## config.mk

```make
export PLATFORM = sky130hd
export DESIGN_NAME = hilbert_numerator_reduce_core
export DESIGN_NICKNAME = d
export VERILOG_FILES = /design/src/design/hnr_pkg.sv /design/src/design/hnr_ram.sv /design/src/design/hilbert_numerator_reduce_core.sv
export VERILOG_INCLUDE_DIRS = /design/src /design/src/design
export SDC_FILE = /design/constraint.sdc
export NUM_CORES = 2
export LEC_CHECK = 0
export ABC_CLOCK_PERIOD_IN_PS = 21100
export BUFFER_PORTS_ARGS = -buffer_cell sky130_fd_sc_hd__buf_2
export CAP_MARGIN = 0
export CORE_MARGIN = 1.5
export CORE_UTILIZATION = 40
export DETAILED_ROUTE_END_ITERATION = 8
export PLACE_DENSITY = 0.61
export REMOVE_ABC_BUFFERS = 1
export SLEW_MARGIN = 5
export SYNTH_ARGS = -nofsm -noshare
export SYNTH_HDL_FRONTEND = slang
export SYNTH_HIERARCHICAL = 1
export SYNTH_SLANG_ARGS = --single-unit
```

## constraint.sdc

```tcl
create_clock -name clk -period 21.1 [get_ports clk]
set_clock_uncertainty 0.2 [all_clocks]
set_input_delay 2.11 -clock clk [delete_from_list [all_inputs] [get_ports clk]]
set_output_delay 2.11 -clock clk [all_outputs]
set_load 0.02 [all_outputs]
```

## src/design/hilbert_numerator_reduce_core_macros.svh

```systemverilog
// ----------------------------------------------------------------------------
// Assertion macros for the Hilbert numerator reduce core
// Clocked on clk, disabled while arst_n is low.
// ----------------------------------------------------------------------------
`ifndef HILBERT_NUMERATOR_REDUCE_CORE_MACROS_SVH
`define HILBERT_NUMERATOR_REDUCE_CORE_MACROS_SVH

// generic clocked property
`define HNR_ASSERT(label, prop, msg) \
	label: assert property (@(posedge clk) disable iff (!arst_n) prop) else $error(msg);

// same-cycle implication
`define HNR_ASSERT_IMP(label, ante, cons, msg) \
	`HNR_ASSERT(label, (ante) |-> (cons), msg)

// next-cycle implication
`define HNR_ASSERT_NXT(label, ante, cons, msg) \
	`HNR_ASSERT(label, (ante) |=> (cons), msg)

`endif

```

## src/design/hnr_pkg.sv

```systemverilog
// ----------------------------------------------------------------------------
// hnr_pkg
// Shared widths, item and status codes and overflow-checked 48-bit add and subtract.
// ----------------------------------------------------------------------------
package hnr_pkg;

	// sizes
	localparam int COEFF_SLOTS_DEF = 64;
	localparam int VAL_W           = 48;
	localparam int BASE_W          = 11;
	localparam int IDX_W           = 6;
	localparam int COEF_W          = 32;
	localparam int KIND_W          = 2;
	localparam int STAT_W          = 3;
	localparam int CDEG_W          = 12;
	localparam int CDIM_W          = 7;
	localparam int POS_W           = 13;
	localparam int IN_DATA_W       = 56;
	localparam int OUT_DATA_W      = 168;

	// item kinds
	localparam logic [KIND_W-1:0] KIND_START  = 2'd0;
	localparam logic [KIND_W-1:0] KIND_ADD    = 2'd1;
	localparam logic [KIND_W-1:0] KIND_REDUCE = 2'd2;
	localparam logic [KIND_W-1:0] KIND_READ   = 2'd3;

	// result status
	localparam logic [STAT_W-1:0] ST_OK       = 3'd0;
	localparam logic [STAT_W-1:0] ST_DEG_LOW  = 3'd1;
	localparam logic [STAT_W-1:0] ST_CODIM    = 3'd2;
	localparam logic [STAT_W-1:0] ST_BOUND    = 3'd3;
	localparam logic [STAT_W-1:0] ST_NOTERM   = 3'd4;
	localparam logic [STAT_W-1:0] ST_OVERFLOW = 3'd5;

	typedef logic signed [VAL_W-1:0] val_t;

	typedef struct packed {
		logic ov;
		val_t sum;
	} sum_ov_t;

	// a + b, wrapped, with signed overflow flag
	function automatic sum_ov_t add_ov(input val_t a, input val_t b);
		sum_ov_t r;
		logic [VAL_W:0] s;
		s = {a[VAL_W-1], a} + {b[VAL_W-1], b};
		r.ov = s[VAL_W] ^ s[VAL_W-1];
		r.sum = s[VAL_W-1:0];
		return r;
	endfunction

	// a - b, wrapped, with signed overflow flag
	function automatic sum_ov_t sub_ov(input val_t a, input val_t b);
		sum_ov_t r;
		logic [VAL_W:0] s;
		s = {a[VAL_W-1], a} - {b[VAL_W-1], b};
		r.ov = s[VAL_W] ^ s[VAL_W-1];
		r.sum = s[VAL_W-1:0];
		return r;
	endfunction

endpackage

```

## src/design/hnr_ram.sv

```systemverilog
// ----------------------------------------------------------------------------
// hnr_ram
// Coefficient store: one write port, one read port, registered read data.
// ----------------------------------------------------------------------------
module hnr_ram #(
	parameter int DEPTH = hnr_pkg::COEFF_SLOTS_DEF,
	parameter int WIDTH = hnr_pkg::VAL_W
) (
	input  logic                     clk,
	input  logic                     we,
	input  logic [$clog2(DEPTH)-1:0] waddr,
	input  logic [WIDTH-1:0]         wdata,
	input  logic [$clog2(DEPTH)-1:0] raddr,
	output logic [WIDTH-1:0]         rdata
);

	logic [WIDTH-1:0] mem [DEPTH];
	logic [WIDTH-1:0] rdata_q;

	// write and registered read
	always_ff @(posedge clk) begin
		if (we) begin
			mem[waddr] <= wdata;
		end
		rdata_q <= mem[raddr];
	end

	assign rdata = rdata_q;

endmodule

```

## src/design/hilbert_numerator_reduce_core.sv

```systemverilog
// ----------------------------------------------------------------------------
// hilbert_numerator_reduce_core
// Keeps a Hilbert-series numerator of COEFF_SLOTS signed 48-bit coefficients
// in a single-port-write RAM, with start degree, codimension and coefficient
// sum in registers. One item is worked at a time; the input is not ready
// while an item is in progress. Add-term and read items go through request,
// RAM read and result; a refused add-term item goes from request straight
// to result; start clears the store with one RAM write per slot. Reduce
// works each division by (1-t) and the genus pass one slot at a time,
// because every slot goes through the one RAM read port. After reset the
// block runs a clearing pass over the store before it takes its first
// request. A finished result sits in an output register, so the next
// request is taken while it waits.
// ----------------------------------------------------------------------------
`include "hilbert_numerator_reduce_core_macros.svh"

module hilbert_numerator_reduce_core #(
	parameter int COEFF_SLOTS = hnr_pkg::COEFF_SLOTS_DEF
) (
	input  logic                             clk,
	input  logic                             arst_n,
	input  logic                             s_tvalid,
	output logic                             s_tready,
	// base_degree, term_index, coefficient (from bit 0), zero pad
	input  logic [hnr_pkg::IN_DATA_W-1:0]    s_tdata,
	// kind
	input  logic [hnr_pkg::KIND_W-1:0]       s_tuser,
	output logic                             m_tvalid,
	input  logic                             m_tready,
	// status, coef_value, coef_degree, codimension, total_degree,
	// genus_value (from bit 0), zero pad
	output logic [hnr_pkg::OUT_DATA_W-1:0]   m_tdata
);

	localparam int IW = $clog2(COEFF_SLOTS);
	localparam int CW = $clog2(COEFF_SLOTS + 1);
	localparam int FW = CW + 1;
	localparam int PW = hnr_pkg::VAL_W + FW;
	localparam int GW = PW + 1;
	localparam int VW = hnr_pkg::VAL_W;
	localparam int SLOT_PAD = hnr_pkg::OUT_DATA_W - 166;

	// sequencer states
	localparam logic [3:0] S_CLEAR    = 4'd0;
	localparam logic [3:0] S_IDLE     = 4'd1;
	localparam logic [3:0] S_ADD      = 4'd2;
	localparam logic [3:0] S_READ     = 4'd3;
	localparam logic [3:0] S_RED_CHK  = 4'd4;
	localparam logic [3:0] S_DIV_RD   = 4'd5;
	localparam logic [3:0] S_DIV_CALC = 4'd6;
	localparam logic [3:0] S_DIV_END  = 4'd7;
	localparam logic [3:0] S_GEN_RD   = 4'd8;
	localparam logic [3:0] S_GEN_MUL  = 4'd9;
	localparam logic [3:0] S_GEN_END  = 4'd10;
	localparam logic [3:0] S_DONE     = 4'd11;

	// control state
	logic [3:0]                       state_q;
	logic [IW-1:0]                    ptr_q;
	logic                             clr_resp_q;
	logic signed [hnr_pkg::BASE_W-1:0] start_q;
	logic [CW-1:0]                    codim_q;
	hnr_pkg::val_t                    sum_q;
	logic                             pend_q;
	logic                             ov_q;
	logic                             m_tvalid_q;

	// payload registers
	logic [hnr_pkg::KIND_W-1:0]       kind_q;
	logic signed [hnr_pkg::COEF_W-1:0] coef_q;
	hnr_pkg::val_t                    prev_q;
	hnr_pkg::val_t                    g_q;
	logic signed [PW-1:0]             prod_q;
	logic [hnr_pkg::STAT_W-1:0]       res_status_q;
	hnr_pkg::val_t                    res_cval_q;
	logic [hnr_pkg::CDEG_W-1:0]       res_cdeg_q;
	logic                             rd_live_q;
	logic [hnr_pkg::OUT_DATA_W-1:0]   out_data_q;

	// request fields
	logic [hnr_pkg::KIND_W-1:0]        in_kind;
	logic signed [hnr_pkg::BASE_W-1:0] in_base;
	logic [hnr_pkg::IDX_W-1:0]         in_idx;
	logic signed [hnr_pkg::COEF_W-1:0] in_coef;
	logic                              accept;

	assign in_kind = s_tuser;
	assign in_base = s_tdata[10:0];
	assign in_idx  = s_tdata[16:11];
	assign in_coef = s_tdata[48:17];

	assign s_tready = (state_q == S_IDLE);
	assign accept   = s_tvalid && s_tready;

	// request decode: add position and read slot checks
	logic [hnr_pkg::POS_W-1:0] pos13;
	logic [hnr_pkg::POS_W-1:0] idx13;
	logic [hnr_pkg::POS_W-1:0] cdeg13;
	logic [hnr_pkg::POS_W-1:0] slots13;
	logic                      base_low;
	logic                      pos_out;
	logic                      idx_out;
	logic                      idx_live;

	assign idx13   = {{(hnr_pkg::POS_W - hnr_pkg::IDX_W){1'b0}}, in_idx};
	assign slots13 = hnr_pkg::POS_W'(COEFF_SLOTS);
	assign pos13   = {{2{in_base[10]}}, in_base} - {{2{start_q[10]}}, start_q} + idx13;
	assign base_low = in_base < start_q;
	assign pos_out  = pos13 >= slots13;
	assign idx_out  = idx13 >= slots13;
	assign idx_live = !idx_out && (idx13 >= hnr_pkg::POS_W'(codim_q));
	assign cdeg13   = idx13 + {{2{start_q[10]}}, start_q} - hnr_pkg::POS_W'(codim_q);

	// coefficient store
	logic          ram_we;
	logic [IW-1:0] ram_raddr;
	hnr_pkg::val_t ram_wdata;
	hnr_pkg::val_t ram_rdata;

	hnr_ram #(
		.DEPTH(COEFF_SLOTS),
		.WIDTH(hnr_pkg::VAL_W)
	) u_store (
		.clk  (clk),
		.we   (ram_we),
		.waddr(ptr_q),
		.wdata(ram_wdata),
		.raddr(ram_raddr),
		.rdata(ram_rdata)
	);

	// shared arithmetic
	hnr_pkg::val_t        coef_ext;
	hnr_pkg::sum_ov_t     st_add;
	hnr_pkg::sum_ov_t     div_sub;
	hnr_pkg::sum_ov_t     acc;
	hnr_pkg::val_t        acc_op;
	logic [FW-1:0]        fac_u;
	logic signed [FW-1:0] fac;
	logic signed [PW-1:0] prod;
	logic [GW-1:0]        gsum;
	logic                 gov;
	logic [CW-1:0]        ptr_ext;
	logic [CW+6:0]        cdim_ext;

	assign coef_ext = {{(VW - hnr_pkg::COEF_W){coef_q[hnr_pkg::COEF_W-1]}}, coef_q};
	assign st_add   = hnr_pkg::add_ov(ram_rdata, coef_ext);
	assign div_sub  = hnr_pkg::sub_ov(prev_q, ram_rdata);
	assign acc_op   = (state_q == S_ADD) ? coef_ext : prev_q;
	assign acc      = hnr_pkg::add_ov(sum_q, acc_op);

	assign ptr_ext = CW'(ptr_q);
	assign fac_u   = FW'(ptr_q) - FW'(codim_q) - FW'(1);
	assign fac     = fac_u;
	assign prod    = fac * ram_rdata;
	assign gsum    = {{(GW - VW){g_q[VW-1]}}, g_q} + {{(GW - PW){prod_q[PW-1]}}, prod_q};
	assign gov     = !((&gsum[GW-1:VW-1]) || !(|gsum[GW-1:VW-1]));
	assign cdim_ext = {7'd0, codim_q};

	// RAM port control
	always_comb begin
		ram_raddr = ptr_q;
		if (state_q == S_IDLE) begin
			ram_raddr = (in_kind == hnr_pkg::KIND_ADD) ? pos13[IW-1:0] : idx13[IW-1:0];
		end
	end

	always_comb begin
		ram_we    = 1'b0;
		ram_wdata = '0;
		case (state_q)
			S_CLEAR: begin
				ram_we = 1'b1;
			end
			S_ADD: begin
				ram_we    = 1'b1;
				ram_wdata = st_add.sum;
			end
			S_DIV_CALC: begin
				ram_we    = 1'b1;
				ram_wdata = div_sub.sum;
			end
			default: begin
				ram_we = 1'b0;
			end
		endcase
	end

	// result assembly
	logic [hnr_pkg::STAT_W-1:0] red_status;
	logic [hnr_pkg::OUT_DATA_W-1:0] out_next;
	logic                           out_free;

	assign red_status = ov_q ? hnr_pkg::ST_OVERFLOW :
		((sum_q == '0) ? hnr_pkg::ST_NOTERM : hnr_pkg::ST_OK);
	assign out_free = !m_tvalid_q || m_tready;

	always_comb begin
		out_next = '0;
		unique case (kind_q)
			hnr_pkg::KIND_START, hnr_pkg::KIND_ADD: begin
				out_next[2:0] = res_status_q;
			end
			hnr_pkg::KIND_READ: begin
				out_next[2:0]   = res_status_q;
				out_next[50:3]  = res_cval_q;
				out_next[62:51] = res_cdeg_q;
			end
			hnr_pkg::KIND_REDUCE: begin
				out_next[2:0]     = red_status;
				out_next[69:63]   = cdim_ext[6:0];
				out_next[117:70]  = sum_q;
				out_next[165:118] = g_q;
			end
		endcase
		out_next[hnr_pkg::OUT_DATA_W-1 -: SLOT_PAD] = '0;
	end

	// sequencer and architectural state
	always_ff @(posedge clk or negedge arst_n) begin
		if (!arst_n) begin
			state_q    <= S_CLEAR;
			ptr_q      <= '0;
			clr_resp_q <= 1'b0;
			start_q    <= '0;
			codim_q    <= '0;
			sum_q      <= '0;
			pend_q     <= 1'b0;
			ov_q       <= 1'b0;
			m_tvalid_q <= 1'b0;
		end else begin
			// result taken, and no new one loads in this cycle
			if (m_tvalid_q && m_tready && (state_q != S_DONE)) begin
				m_tvalid_q <= 1'b0;
			end
			case (state_q)
				S_CLEAR: begin
					ptr_q <= ptr_q + IW'(1);
					if (ptr_q == IW'(COEFF_SLOTS - 1)) begin
						state_q <= clr_resp_q ? S_DONE : S_IDLE;
					end
				end
				S_IDLE: begin
					if (accept) begin
						unique case (in_kind)
							hnr_pkg::KIND_START: begin
								start_q    <= in_base;
								codim_q    <= '0;
								sum_q      <= '0;
								ptr_q      <= '0;
								clr_resp_q <= 1'b1;
								state_q    <= S_CLEAR;
							end
							hnr_pkg::KIND_ADD: begin
								ptr_q <= pos13[IW-1:0];
								if (base_low || (codim_q != '0) || pos_out) begin
									state_q <= S_DONE;
								end else begin
									state_q <= S_ADD;
								end
							end
							hnr_pkg::KIND_REDUCE: begin
								ov_q    <= 1'b0;
								pend_q  <= 1'b0;
								state_q <= S_RED_CHK;
							end
							hnr_pkg::KIND_READ: begin
								state_q <= S_READ;
							end
						endcase
					end
				end
				S_ADD: begin
					sum_q   <= acc.sum;
					state_q <= S_DONE;
				end
				S_READ: begin
					state_q <= S_DONE;
				end
				S_RED_CHK: begin
					pend_q <= 1'b0;
					if ((sum_q == '0) && (codim_q < CW'(COEFF_SLOTS))) begin
						ptr_q   <= IW'(COEFF_SLOTS - 1);
						state_q <= S_DIV_RD;
					end else if (codim_q == CW'(COEFF_SLOTS)) begin
						state_q <= S_DONE;
					end else begin
						ptr_q   <= codim_q[IW-1:0];
						state_q <= S_GEN_RD;
					end
				end
				S_DIV_RD: begin
					if (pend_q) begin
						sum_q <= acc.sum;
						ov_q  <= ov_q | acc.ov;
					end
					state_q <= S_DIV_CALC;
				end
				S_DIV_CALC: begin
					ov_q   <= ov_q | div_sub.ov;
					pend_q <= 1'b1;
					if (ptr_ext == codim_q) begin
						state_q <= S_DIV_END;
					end else begin
						ptr_q   <= ptr_q - IW'(1);
						state_q <= S_DIV_RD;
					end
				end
				S_DIV_END: begin
					sum_q   <= acc.sum;
					ov_q    <= ov_q | acc.ov;
					codim_q <= codim_q + CW'(1);
					pend_q  <= 1'b0;
					state_q <= S_RED_CHK;
				end
				S_GEN_RD: begin
					if (pend_q) begin
						ov_q <= ov_q | gov;
					end
					state_q <= S_GEN_MUL;
				end
				S_GEN_MUL: begin
					pend_q <= 1'b1;
					if (ptr_q == IW'(COEFF_SLOTS - 1)) begin
						state_q <= S_GEN_END;
					end else begin
						ptr_q   <= ptr_q + IW'(1);
						state_q <= S_GEN_RD;
					end
				end
				S_GEN_END: begin
					ov_q    <= ov_q | gov;
					pend_q  <= 1'b0;
					state_q <= S_DONE;
				end
				S_DONE: begin
					if (out_free) begin
						m_tvalid_q <= 1'b1;
						clr_resp_q <= 1'b0;
						state_q    <= S_IDLE;
					end
				end
				default: begin
					state_q <= S_IDLE;
				end
			endcase
		end
	end

	// working values and result register
	always_ff @(posedge clk) begin
		case (state_q)
			S_IDLE: begin
				if (accept) begin
					kind_q <= in_kind;
					coef_q <= in_coef;
					unique case (in_kind)
						hnr_pkg::KIND_START: begin
							res_status_q <= hnr_pkg::ST_OK;
						end
						hnr_pkg::KIND_ADD: begin
							priority if (base_low) begin
								res_status_q <= hnr_pkg::ST_DEG_LOW;
							end else if (codim_q != '0) begin
								res_status_q <= hnr_pkg::ST_CODIM;
							end else if (pos_out && (in_coef != '0)) begin
								res_status_q <= hnr_pkg::ST_BOUND;
							end else begin
								res_status_q <= hnr_pkg::ST_OK;
							end
						end
						hnr_pkg::KIND_REDUCE: begin
							res_status_q <= hnr_pkg::ST_OK;
						end
						hnr_pkg::KIND_READ: begin
							res_status_q <= idx_out ? hnr_pkg::ST_BOUND : hnr_pkg::ST_OK;
							rd_live_q    <= idx_live;
							res_cdeg_q   <= cdeg13[hnr_pkg::CDEG_W-1:0];
						end
					endcase
				end
			end
			S_ADD: begin
				res_status_q <= (st_add.ov || acc.ov) ? hnr_pkg::ST_OVERFLOW : hnr_pkg::ST_OK;
			end
			S_READ: begin
				res_cval_q <= rd_live_q ? ram_rdata : '0;
			end
			S_RED_CHK: begin
				prev_q <= '0;
				g_q    <= hnr_pkg::val_t'(1);
			end
			S_DIV_CALC: begin
				prev_q <= div_sub.sum;
			end
			S_GEN_RD: begin
				if (pend_q) begin
					g_q <= gsum[VW-1:0];
				end
			end
			S_GEN_MUL: begin
				prod_q <= prod;
			end
			S_GEN_END: begin
				g_q <= gsum[VW-1:0];
			end
			S_DONE: begin
				if (out_free) begin
					out_data_q <= out_next;
				end
			end
			default: begin
			end
		endcase
	end

	assign m_tvalid = m_tvalid_q;
	assign m_tdata  = out_data_q;

	// checks
	`HNR_ASSERT_IMP(a_codim_cap, 1'b1, codim_q <= CW'(COEFF_SLOTS), "codimension past slot count")
	`HNR_ASSERT_IMP(a_div_walk, state_q == S_DIV_CALC, ptr_ext >= codim_q, "division walked below codimension")
	`HNR_ASSERT_NXT(a_div_step, state_q == S_DIV_END, codim_q == $past(codim_q) + CW'(1), "codimension did not step")
	`HNR_ASSERT_IMP(a_result_src, $rose(m_tvalid_q), $past(state_q == S_DONE), "result loaded outside done")

endmodule
```

==> flow_summary.yaml <==
worst_setup_path:
  arrival_ns: 9.90
  crit_top_cell: "fa_1"
  cp-endpoint: "prod_q[55]"
  slowest_stage: "dfrtp_1"
  path_class: "reg2reg"
  r2r_end: "prod_q[55]"
  path_buf_inv: 4
  r2r_slack_ns: 11.66
  worstSetupPathDepth: 28
  slowest_delay_ns: 0.86
  reg2regPathDepth: 28
  worstPathMaxFanout: 45
  cp_top_family: "compound AO/OA/AOI/OAI gates"
  crit_start: "ptr_q[1]"
  required_ns: 21.56
  start_kind: "flip-flop"
  timing.rr.start: "ptr_q[1]"
  setup.worst_path.end_class: "flip-flop"
layout:
  final_common_cell: "edfxtp_1"
  nets: 10869
  drive_gt1_share_pct: 18.9
  area_growth_pct: 12.8
  final_cell_mix: "edfxtp_1 (3488), mux4_2 (754), inv_1 (532)"
sta:
  fin_crit_sh_pct: 44.7
  fmax_mhz: 106
  rsz0062_at_grt: "false"
  holdWs_ns: 0.345
  hold_viol_final: 0
  setup_violations: 0
  finalMaxSlewViolations: 0
  tightest_slew_ns: 1.35
  maxSlewHeadroom_pct: 9.94
  fin_crit_ns: 9.44
global_routing:
  grtUsageMet2_pct: 37.6
  grtUsageMet3_pct: 3.07
  grtUsageMet1_pct: 30.2
  grt_pass1_wl_um: 665000
  grt_busiest_layer: "met2"
  grt_max_degree: 112
  grt_pass1_vias: 92815
  antenna_found_initial: 19
  grt_util_all_layers_pct: 22.4
  overflow: 0
route:
  drt_iter0_drc: 9667
  drt-wirelength-per-cell_um: 29.3
  drt-pass1-iter-count: 5
  route.vias.total: 92287
  wirelength_um: 465000
  vias_per_cell: 5.82
  ant_nets: 0
  drc_errors: 0
place:
  port_buffers: 222
  gp_congestion: 0.884
  dp_hpwl_um: 290000
floorplanning:
  ios: 232
  start_util_pct: 40.2
  coreArea_sq_um: 403000
  die_x_um: 640
  die_area_sq_um: 409000
  row_count: 233
  die_y_um: 640
clocking:
  post_cts_resized: 0
  cts_max_level: 5
  cts_tree: "yes"
  cts_sinks: 3616
  postCtsSetupBuffers: 0
  postCtsHoldBufs: 0
  clockRootBuffer: "clkbuf_16"
  cts_made_buffers: 372
  clock_latency_ns: 0.97
  clock_path_buffers: 4
  path_clk_slew_ns: 0.06
logic_synthesis:
  syn_inst: 9767
  synth_cell_type_count: 96
  syn_area_per_cell_sq_um: 16.6
  seq_area_frac_synth_pct: 66.4
  synth-seq-cells: 3616
  ys_warn_count: 6
  async_flop_share_pct: 2.21
  synth_ff_type: "edfxtp_1"
  syn_area_sq_um: 162000
  synth_edf_count: 3488
hold_path:
  hold_depth: 1
  hold_class: "reg2reg"
outcome:
  outcome: "completed"
job:
  maxCapViolations: 0
## cell type report
class	count	area, sq um
sequential	3616	108000
fill	34382	220000
tap	5405	6760
timing repair buffer	468	3070
clock buffer	464	10000
multi-input combinational	5138	51200
clock inverter	218	2210
antenna	13	32.5
inverter	533	2000
## metrics by stage
| stage | cell area, sq um | utilization (%) | worst slack, ns | setup TNS (ns) | std cells |
|---|---|---|---|---|---|
| final | 183000 | 45.4 | 11.66 | 0 | 15855 |
| after global routing | 183000 | 45.4 | 10.98 | 0 | 15847 |
| after CTS | 183000 | 45.4 | 11.55 | 0 | 15841 |
| after detailed placement | 171000 | 42.3 | 11.58 | 0 | 15159 |
| after global placement | 171000 | 42.3 | 11.62 | 0 | 15159 |
| after floorplan | 160000 | - | -85.68 | -4105.11 | 9287 |
## routing by layer
metal  up-vias  routed length [um]
met1     48580              185000
met3       780               37900
met5         -                  57
met2      4222              226000
li1      38695                   -
met4        10               16400
## synthesized netlist by cell type (all sizes together) (90+ instances only)
master | count | share of area (%)
edfxtp | 3488 | 65
mux4 | 754 | 10
inv | 533 | 1.2
nand2 | 479 | 1.1
nor2 | 459 | 1.1
and2 | 412 | 1.6
a21oi | 369 | 1.1
ha | 363 | 2.8
fa | 315 | 3.9
clkbuf | 289 | 0.67
a21o | 225 | 1.0
o21ai | 212 | 0.66
buf | 192 | 0.72
xnor2 | 166 | 0.90
o22ai | 138 | 0.53
xor2 | 90 | 0.49
## how the worst min path moves through the flow
stage                    from           to  slack [ns]
2_1_floorplan      clr_resp_q   clr_resp_q        0.29
3_3_place_gp       clr_resp_q   clr_resp_q        0.32
3_5_place_dp       clr_resp_q   clr_resp_q        0.33
4_1_cts        res_cval_q[16]  m_tdata[19]        0.34
5_1_grt        res_cval_q[16]  m_tdata[19]        0.36
6_report       res_cval_q[16]  m_tdata[19]        0.35
## registers in the layout (all words and copies together), names as in the netlist, 2 cells and up
register	cells
codim_q	7
coef_q	32
g_q	48
kind_q	2
m_tdata	166
prev_q	48
prod_q	56
ptr_q	6
res_cdeg_q	12
res_cval_q	48
res_status_q	3
start_q	11
state_q	4
sum_q	48
u_store/mem	3072
u_store/rdata	48
## worst register-to-register path, delay by kind of cell, from the launching register on
| kind | cells | cell delay [ns] |
|---|---|---|
| flip-flops | 1 | 0.86 |
| AND/OR/NAND/NOR | 5 | 0.98 |
| XOR/XNOR | 1 | 0.09 |
| adder cells (fa/ha/maj) | 6 | 2.48 |
| AO/OA/AOI/OAI | 12 | 3.50 |
| buffers and inverters | 4 | 1.07 |
## logic make-up (layout without fill, tap and decap cells)
family | after synthesis | in the layout | share of synthesized area [%]
buf+inv | 1014 | 1683 | 2.63
simple gates | 1833 | 1833 | 5.59
xor+xnor | 256 | 256 | 1.38
compound gates | 1533 | 1533 | 6.35
other cells | 1 | 15 | 0.00231
mux | 836 | 836 | 11.0
fa+ha+maj | 678 | 678 | 6.69
flops | 3616 | 3616 | 66.4
Power is not shown: default switching activity piles up to over one toggle a cycle in this logic, so the estimate is an artifact.
